### src/design/lsrt_pkg.sv
// Shared types, codes and reset constants of the link supervisor.
`default_nettype none

package lsrt_pkg;

  // Event kinds carried in the mode field.
  typedef enum logic [2:0] {
    MODE_UPDATE     = 3'd0,
    MODE_CONNECT    = 3'd1,
    MODE_DISCONNECT = 3'd2,
    MODE_SUBSCRIBE  = 3'd3,
    MODE_RECEIVE    = 3'd4
  } mode_t;

  // Configuration register indexes.
  typedef enum logic [1:0] {
    CFG_SUB_TIMEOUT  = 2'd0,
    CFG_IDLE_TIMEOUT = 2'd1,
    CFG_RSSI_SETTLE  = 2'd2,
    CFG_RSSI_PERIOD  = 2'd3
  } cfg_index_t;

  localparam int unsigned CFG_INDEX_W = 2;

  // Drop causes reported with a drop request.
  localparam logic [1:0] CAUSE_NONE   = 2'd0;
  localparam logic [1:0] CAUSE_NO_SUB = 2'd1;
  localparam logic [1:0] CAUSE_IDLE   = 2'd2;

  // Reset values.
  localparam logic [31:0]        SUB_TIMEOUT_RST  = 32'd30000;
  localparam logic [31:0]        IDLE_TIMEOUT_RST = 32'd30000;
  localparam logic [31:0]        RSSI_SETTLE_RST  = 32'd4000;
  localparam logic [31:0]        RSSI_PERIOD_RST  = 32'd1000;
  localparam logic signed [7:0]  RSSI_AVG_RST     = -8'sd99;
  localparam logic signed [7:0]  RSSI_LOW_RST     = 8'sd0;
  localparam logic signed [7:0]  RSSI_HIGH_RST    = -8'sd127;

  // Reciprocal of ten in 16 fraction bits; exact for magnitudes up to 1280.
  localparam logic [12:0] RECIP_TEN = 13'd6554;

  // One input transaction.
  typedef struct packed {
    logic [2:0]        mode;
    logic [31:0]       now_ms;
    logic [15:0]       sub_value;
    logic signed [7:0] rssi_sample;
    logic              rssi_ok;
  } item_t;

  // One result transaction.
  typedef struct packed {
    logic              link_up;
    logic              notify_on;
    logic              link_changed;
    logic              sync_request;
    logic              advertise_start;
    logic              drop_request;
    logic [1:0]        drop_cause;
    logic signed [7:0] rssi_level;
    logic signed [7:0] rssi_floor;
    logic signed [7:0] rssi_peak;
    logic              rssi_updated;
    logic              bounds_changed;
  } result_t;

  // Signal strength tracking state.
  typedef struct packed {
    logic signed [7:0] avg;
    logic signed [7:0] low;
    logic signed [7:0] high;
    logic              valid;
  } rssi_state_t;

endpackage

`default_nettype wire

### src/design/lsrt_rssi_calc.sv
// Signal strength smoothing filter with floor and peak tracking.
`default_nettype none

module lsrt_rssi_calc
  import lsrt_pkg::*;
(
  input  rssi_state_t       cur,
  input  logic signed [7:0] sample,
  output rssi_state_t       nxt,
  output logic              bounds_changed
);

  logic signed [11:0] avg_ext;
  logic signed [11:0] smp_ext;
  logic signed [11:0] sum;
  logic        [10:0] mag;
  logic        [23:0] prod;
  logic        [7:0]  quot;
  logic signed [7:0]  smoothed;
  logic               new_low;
  logic               new_high;

  // Weighted sum avg*6 + sample*4, which always fits in twelve signed bits.
  always_comb begin
    avg_ext = 12'(cur.avg);
    smp_ext = 12'(sample);
    sum     = (avg_ext <<< 2) + (avg_ext <<< 1) + (smp_ext <<< 2);
  end

  // Divide the magnitude by ten through the reciprocal, then restore the sign,
  // which gives truncation toward zero.
  always_comb begin
    mag      = sum[11] ? 11'(-sum) : sum[10:0];
    prod     = 24'(mag) * 24'(RECIP_TEN);
    quot     = prod[23:16];
    smoothed = sum[11] ? 8'(-quot) : quot;
  end

  // Bounds follow the first sample of a connection, then widen only.
  always_comb begin
    new_low        = !cur.valid || (sample < cur.low);
    new_high       = !cur.valid || (sample > cur.high);
    nxt.low        = new_low  ? sample : cur.low;
    nxt.high       = new_high ? sample : cur.high;
    nxt.avg        = cur.valid ? smoothed : sample;
    nxt.valid      = 1'b1;
    bounds_changed = new_low || new_high;
  end

endmodule

`default_nettype wire

### src/design/link_supervisor_rssi_tracker.sv
// Link supervisor: connection, subscription, watchdog and signal strength tracking.
// Each accepted transaction passes from the event register to the result register.
// Throughput: one transaction per cycle when not stalled; the event register feeds
// the result register in one pass of timestamp compares and the smoothing filter.
// Reset (rst, synchronous): registers return to their defaults, the link state
// clears and the signal strength returns to its idle values; no clearing pass.
`default_nettype none

module link_supervisor_rssi_tracker
  import lsrt_pkg::*;
(
  input  logic                   clk,
  input  logic                   rst,
  input  logic                   item_valid,
  output logic                   item_ready,
  input  item_t                  item,
  output logic                   result_valid,
  input  logic                   result_ready,
  output result_t                result,
  input  logic                   cfg_valid,
  output logic                   cfg_ready,
  input  logic [CFG_INDEX_W-1:0] cfg_index,
  input  logic [31:0]            cfg_data
);

  // Configuration registers.
  logic [31:0] sub_timeout;
  logic [31:0] idle_timeout;
  logic [31:0] rssi_settle;
  logic [31:0] rssi_period;

  // Event register and result register.
  logic    ev_full;
  item_t   ev;
  logic    advance;

  // Link state.
  logic        connected;
  logic        prev_connected;
  logic        subscribed;
  logic [31:0] connect_time;
  logic [31:0] last_rx_time;
  logic [31:0] last_poll_time;
  rssi_state_t rssi;

  logic        connected_next;
  logic        prev_connected_next;
  logic        subscribed_next;
  logic [31:0] connect_time_next;
  logic [31:0] last_rx_time_next;
  logic [31:0] last_poll_time_next;
  rssi_state_t rssi_next;
  result_t     result_next;

  // Update path helpers.
  logic        link_lost;
  logic        link_gained;
  rssi_state_t rssi_eff;
  rssi_state_t rssi_polled;
  logic        poll_bounds;
  logic [31:0] since_connect;
  logic [31:0] since_rx;
  logic [31:0] since_poll;
  logic        no_sub_expired;
  logic        idle_expired;
  logic        poll_due;

  assign cfg_ready  = 1'b1;
  assign advance    = ev_full && (!result_valid || result_ready);
  assign item_ready = !ev_full || advance;

  // Configuration writes.
  always_ff @(posedge clk) begin
    if (rst) begin
      sub_timeout  <= SUB_TIMEOUT_RST;
      idle_timeout <= IDLE_TIMEOUT_RST;
      rssi_settle  <= RSSI_SETTLE_RST;
      rssi_period  <= RSSI_PERIOD_RST;
    end else if (cfg_valid) begin
      unique case (cfg_index)
        CFG_SUB_TIMEOUT:  sub_timeout  <= cfg_data;
        CFG_IDLE_TIMEOUT: idle_timeout <= cfg_data;
        CFG_RSSI_SETTLE:  rssi_settle  <= cfg_data;
        CFG_RSSI_PERIOD:  rssi_period  <= cfg_data;
        default: ;
      endcase
    end
  end

  // Event register: takes a new transaction when empty or when the previous one moves on.
  always_ff @(posedge clk) begin
    if (rst) begin
      ev_full <= 1'b0;
    end else if (item_ready) begin
      ev_full <= item_valid;
    end
  end

  always_ff @(posedge clk) begin
    if (item_valid && item_ready) begin
      ev <= item;
    end
  end

  // Elapsed times, modulo 2^32, and the watchdog and poll decisions.
  always_comb begin
    since_connect  = ev.now_ms - connect_time;
    since_rx       = ev.now_ms - last_rx_time;
    since_poll     = ev.now_ms - last_poll_time;
    no_sub_expired = connected && !subscribed && (since_connect > sub_timeout);
    idle_expired   = connected && subscribed && (since_rx > idle_timeout);
    poll_due       = connected && !no_sub_expired && !idle_expired &&
                     (since_connect >= rssi_settle) && (since_poll >= rssi_period);
  end

  // Link transitions seen by an update, and the tracking state they leave.
  always_comb begin
    link_lost   = !connected && prev_connected;
    link_gained = connected && !prev_connected;
    rssi_eff    = rssi;
    if (link_lost) begin
      rssi_eff.avg = RSSI_AVG_RST;
    end
    if (link_lost || link_gained) begin
      rssi_eff.valid = 1'b0;
      rssi_eff.low   = RSSI_LOW_RST;
      rssi_eff.high  = RSSI_HIGH_RST;
    end
  end

  lsrt_rssi_calc u_rssi_calc (
    .cur            (rssi_eff),
    .sample         (ev.rssi_sample),
    .nxt            (rssi_polled),
    .bounds_changed (poll_bounds)
  );

  // Next state and result for the transaction in the event register.
  always_comb begin
    connected_next      = connected;
    prev_connected_next = prev_connected;
    subscribed_next     = subscribed;
    connect_time_next   = connect_time;
    last_rx_time_next   = last_rx_time;
    last_poll_time_next = last_poll_time;
    rssi_next           = rssi;

    result_next                 = '0;
    result_next.drop_cause      = CAUSE_NONE;

    case (ev.mode)
      MODE_CONNECT: begin
        connected_next           = 1'b1;
        subscribed_next          = 1'b0;
        connect_time_next        = ev.now_ms;
        last_rx_time_next        = ev.now_ms;
        last_poll_time_next      = ev.now_ms;
        result_next.link_changed = 1'b1;
      end
      MODE_DISCONNECT: begin
        connected_next           = 1'b0;
        subscribed_next          = 1'b0;
        result_next.link_changed = 1'b1;
      end
      MODE_SUBSCRIBE: begin
        subscribed_next          = (ev.sub_value != 16'd0);
        result_next.sync_request = !subscribed && (ev.sub_value != 16'd0);
      end
      MODE_RECEIVE: begin
        last_rx_time_next = ev.now_ms;
      end
      MODE_UPDATE: begin
        if (link_lost) begin
          prev_connected_next = 1'b0;
        end
        if (link_gained) begin
          prev_connected_next = 1'b1;
        end
        rssi_next                   = rssi_eff;
        result_next.advertise_start = link_lost;
        if (no_sub_expired) begin
          result_next.drop_request = 1'b1;
          result_next.drop_cause   = CAUSE_NO_SUB;
        end else if (idle_expired) begin
          result_next.drop_request = 1'b1;
          result_next.drop_cause   = CAUSE_IDLE;
        end
        if (poll_due) begin
          last_poll_time_next = ev.now_ms;
          if (ev.rssi_ok) begin
            rssi_next                  = rssi_polled;
            result_next.rssi_updated   = 1'b1;
            result_next.bounds_changed = poll_bounds;
          end
        end
      end
      default: ;
    endcase

    result_next.link_up    = connected_next;
    result_next.notify_on  = subscribed_next;
    result_next.rssi_level = rssi_next.avg;
    result_next.rssi_floor = rssi_next.low;
    result_next.rssi_peak  = rssi_next.high;
  end

  // Link state registers move as each transaction leaves the event register.
  always_ff @(posedge clk) begin
    if (rst) begin
      connected      <= 1'b0;
      prev_connected <= 1'b0;
      subscribed     <= 1'b0;
      connect_time   <= '0;
      last_rx_time   <= '0;
      last_poll_time <= '0;
      rssi.avg       <= RSSI_AVG_RST;
      rssi.low       <= RSSI_LOW_RST;
      rssi.high      <= RSSI_HIGH_RST;
      rssi.valid     <= 1'b0;
    end else if (advance) begin
      connected      <= connected_next;
      prev_connected <= prev_connected_next;
      subscribed     <= subscribed_next;
      connect_time   <= connect_time_next;
      last_rx_time   <= last_rx_time_next;
      last_poll_time <= last_poll_time_next;
      rssi           <= rssi_next;
    end
  end

  // Result register.
  always_ff @(posedge clk) begin
    if (rst) begin
      result_valid <= 1'b0;
    end else if (advance) begin
      result_valid <= 1'b1;
    end else if (result_ready) begin
      result_valid <= 1'b0;
    end
  end

  always_ff @(posedge clk) begin
    if (advance) begin
      result <= result_next;
    end
  end

endmodule

`default_nettype wire

### config.mk
export PLATFORM = sky130hd
export DESIGN_NAME = link_supervisor_rssi_tracker
export DESIGN_NICKNAME = d
export VERILOG_FILES = /design/src/design/lsrt_pkg.sv /design/src/design/lsrt_rssi_calc.sv /design/src/design/link_supervisor_rssi_tracker.sv
export SDC_FILE = /design/constraint.sdc
export NUM_CORES = 1
export LEC_CHECK = 0
export BUFFER_PORTS_ARGS = -buffer_cell sky130_fd_sc_hd__buf_2
export CAP_MARGIN = 20
export CORE_UTILIZATION = 56
export DETAILED_ROUTE_END_ITERATION = 10
export PLACE_DENSITY = 0.76
export SLEW_MARGIN = 20
export SYNTH_ARGS = -nofsm -noshare
export SYNTH_HDL_FRONTEND = slang
export SYNTH_SLANG_ARGS = --single-unit
### constraint.sdc
create_clock -name clk -period 8.1 [get_ports clk]
set_input_delay 1.62 -clock clk [delete_from_list [all_inputs] [get_ports clk]]
set_output_delay 1.62 -clock clk [all_outputs]
set_load 0.02 [all_outputs]
==> run summary <==
The flow ran to the end, but the final reports show violations. The checks that failed: design-rule violations, negative setup slack. sky130_fd_sc_hd__dfxtp_1 takes more of the synthesized area than any other cell. Number of nets in the layout: 3449. The number of filler cells placed in the layout came out at 3391. The count of input and output buffers came out at 134. The number of stages on the worst hold path was 2. In the synthesized netlist the async set-or-reset flop fraction comes to 0%.

The congestion estimate from routability-driven global placement came to 0.933. TritonCTS built the clock tree. For this run, the leading register cell type out of synthesis is sky130_fd_sc_hd__dfxtp_1. The endpoint kind of the worst setup timing path was a flip-flop.

The number of different library cells used by synthesis comes to 76. The height of the die was 207 µm. Type of the worst min-delay path: reg -> reg. The library cell used most frequently in the layout, excluding fill and tap cells, is sky130_fd_sc_hd__nand2_1. CTS placed an instance of sky130_fd_sc_hd__clkbuf_16 at the clock tree root. The clock passes through at most 3 buffers. The number of cells on the worst reg-to-reg path is 35. The analysis attributes to cell leakage a power of 11.2 nW. Before antenna repair, the detailed router went through 11 iterations.

The critical path data required time is 8.41 ns. After clock tree synthesis, the clock-pin slew on the worst setup and hold paths is 0.06 ns. Relative to the synthesized area, the layout overhead comes to 16.4%. The type of the setup path with the least slack is reg -> reg.

The power density relative to cell area is 443 nW/µm², and the insertion delay to the later sink of the worst-skew pair is 0.58 ns. The tools report the overall fraction of global-route tracks in use as 29.8%. Summed over all nets, the half-perimeter wirelength after detailed placement is 47700 µm.

Setup violations remaining at the end of the flow were counted as 4. The fraction of the cycle the final worst path needs works out to 102%. The number of sinks on the clock net is 348. The run gives 0 as the number of antenna violations at the first check in global routing.

The tools report the internal portion of total power as 7.00 mW. STA puts the critical path data arrival time at 8.55 ns. The detailed router placed 20400 vias in this run. The non-filler instance count after layout is 3566, and the count of flip-flops with a built-in enable after synthesis is 94. After synthesis, the cell types taking the most area are sky130_fd_sc_hd__dfxtp_1, sky130_fd_sc_hd__ha_1, sky130_fd_sc_hd__edfxtp_1. The first global-routing pass estimated 101000 µm of wire.

For this design, the slowest cell found on the critical path is sky130_fd_sc_hd__fa_1. The total negative slack for setup checks is -0.170 ns, and the fraction of synthesized cell area taken by the top area cell type is 21.7%. The maximum fanout count along the critical path came out at 6.

The top cell types in the final layout, fill and taps aside, are sky130_fd_sc_hd__nand2_1, sky130_fd_sc_hd__inv_1, sky130_fd_sc_hd__ha_1. In this design, the stage delay of the slowest critical-path cell is 0.57 ns. The design draws 12.1 mW.

The die covers 42700 µm². The H-tree generated during clock tree synthesis spans 2 levels. The area of the core region came out at 41100 µm². The switching share of power is 42.2%, and the post-place instance area is 25400 µm².

The average wire per standard cell came out at 17.9 µm. After detailed routing, the number of remaining DRC violations is 6. Per report_power, the clock group accounts for 14.6% of the total. The detailed router finished its first iteration with 1592 violations. The number of buffers added by the clock tree synthesis step was 40; the worst hold slack across all endpoints was 0.453 ns. The post-synthesis register bit count works out to 348. The top-level port count came out at 136. The multi-input combinational cells in the finished layout cover a total of 14500 µm².

Setup repair after global routing could not meet its margin everywhere. The clock arrives with 0.0277 ns of skew. For the finished layout, the period the worst path requires is 8.24 ns. Of the total power, combinational logic draws 69.8%. The logs give 15.6% for the sequential share of power and 87 for the maximum number of pins on one net before global-route repair. The worst pin sits at a relative slew slack of 27.2%. The total overflow left after global routing is 0. The via count of the first global-routing pass is 19800. The slew at the pin closest to its max-slew limit works out to 1.09 ns.

The tool flagged a number of max-cap violations equal to 0. The logs give -0.137 ns for the final critical-path setup slack and 27300 µm² for the post-layout instance area. The worst IR drop on VDD was 0.820 mV; the share of final-layout standard cells stronger than drive strength 1 was 14.4%. For the final count of pins violating max slew, the log shows 0. Dividing the synthesized area by the synthesized cell count gives 8.43 µm². For the peak clock frequency supported by timing, the log shows 0.121 GHz.

For the number of core rows, the log shows 74. In this run the power spent charging and discharging nets is 5.11 mW. The initial utilization of the core area, before any placement, comes to 57.1%. Measured along the x axis, the die boundary spans 207 µm. The run gives 2784 as the synthesized netlist cell count. The logs give 7910 µm² for the area taken by flip-flops and latches and 0 for the total number of yosys warnings.

The number of failing hold endpoints at the final stage is 0, and the number of cells in the design after placement is 3467. Using the TritonRoute via totals, the vias-per-cell ratio works out to 5.73. Hold repair after CTS inserted 0 buffers.

Once detail routing completed, the nets flagged for antenna violations numbered 0. The synthesized netlist occupies a cell area of 23500 µm². For the number of nets in the synthesized netlist, the log shows 3231. Sequential area share after synthesis: 33.7%. The tools report the total wire length as 63700 µm. The critical path startpoint category is a flip-flop.
==> worst max-delay path: cells and delay by family (launching register included) <==
family,cells,cell delay [ns]
xor gates and xnor gates,5,0.69
AOI/OAI and AO/OA,9,1.94
adders and majority gates,10,3.59
muxes,1,0.26
buffers and inverters,5,0.35
and+or+nand+nor,5,0.83
DFF,1,0.33
==> synthesized netlist by cell type, drive strengths merged (9+ instances only) <==
| master | count |
|---|---|
| xor2 | 30 |
| a41oi | 9 |
| a31oi | 14 |
| nand3 | 33 |
| nor2 | 162 |
| or3 | 13 |
| clkbuf | 81 |
| o31ai | 10 |
| a2111oi | 11 |
| nand4 | 26 |
| inv | 339 |
| fa | 36 |
| o21ai | 91 |
| and2 | 9 |
| nor2b | 26 |
| o21bai | 10 |
| a211o | 9 |
| xnor2 | 86 |
| a21oi | 299 |
| o21a | 29 |
| a211oi | 16 |
| a22o | 15 |
| mux2i | 40 |
| or2 | 9 |
| and3 | 17 |
| nor3 | 32 |
| a21o | 69 |
| nor4 | 11 |
| buf | 9 |
| ha | 312 |
| edfxtp | 94 |
| a22oi | 15 |
| nand2 | 445 |
| nand2b | 20 |
| o211ai | 41 |
| dfxtp | 254 |
==> timing repair <==
action / CTS / global route
setup endpoints to repair: 11 / 16
resized for setup: 17 / 82
setup buffers: 9 / 17
pin swaps: 10 / 50
==> stage by stage <==
stage               utilization (%)  setup WS (ns)
finish                         66.5         -0.137
global route                   66.5         -0.488
CTS                            65.3         -0.110
detailed placement             61.8         -0.378
global placement               61.7         -0.208
floorplan                         -         0.0126
==> area by class of cell <==
type | count | area share (%)
multi-input combinational | 2007 | 53.0
sequential | 348 | 28.9
timing repair buffer | 266 | 6.26
inverter | 339 | 4.68
clock buffer | 57 | 4.08
tap | 532 | 2.44
clock inverter | 16 | 0.540
antenna | 1 | 0.00916
==> final timing paths <==
path                                       from              end  slack [ns]
worst max-delay path                  connected       result[25]       -0.14
worst min-delay path            connect_time[6]  connect_time[6]        0.45
worst max register to register        connected       result[25]       -0.14
worst min register to register  connect_time[6]  connect_time[6]        0.45
==> per-layer routing <==
| layer | up-vias | global-route usage (%) | share of wire, % |
|---|---|---|---|
| met3 | 152 | 3.12 | 5.6 |
| met1 | 9640 | 37.7 | 42 |
| met2 | 643 | 51.6 | 48 |
| met5 | - | 0 | 0 |
| li1 | 9999 | - | - |
| met4 | 0 | 12.6 | 4.1 |
==> cells by family after synthesis <==
kind of cell | after synthesis | share of synthesized area [%]
xor gates and xnor gates | 116 | 4.39
other | 1 | 0.0160
DFF | 348 | 33.7
buffers and inverters | 429 | 6.93
muxes | 42 | 1.80
adders and majority gates | 348 | 19.7
AOI/OAI and AO/OA | 678 | 18.1
and+or+nand+nor | 822 | 15.4
==> registers in the layout, summed over array words and instances, names as in the netlist, 25 cells and up <==
register	count
ev	60
rssi_settle	32
connect_time	32
rssi_period	32
sub_timeout	32
result	34
rssi	25
last_rx_time	32
last_poll_time	32
idle_timeout	32
==> power groups by stage <==
stage / clock, mW / combinational, mW / sequential (mW)
floorplan: 0 / 4.45 / 1.92
global placement: 0 / 6.90 / 1.92
detailed placement: 0 / 7.08 / 1.92
CTS: 1.79 / 7.30 / 1.89
global route: 1.86 / 9.30 / 1.89
finish: 1.77 / 8.46 / 1.89
(Power assumes the default switching activity.)
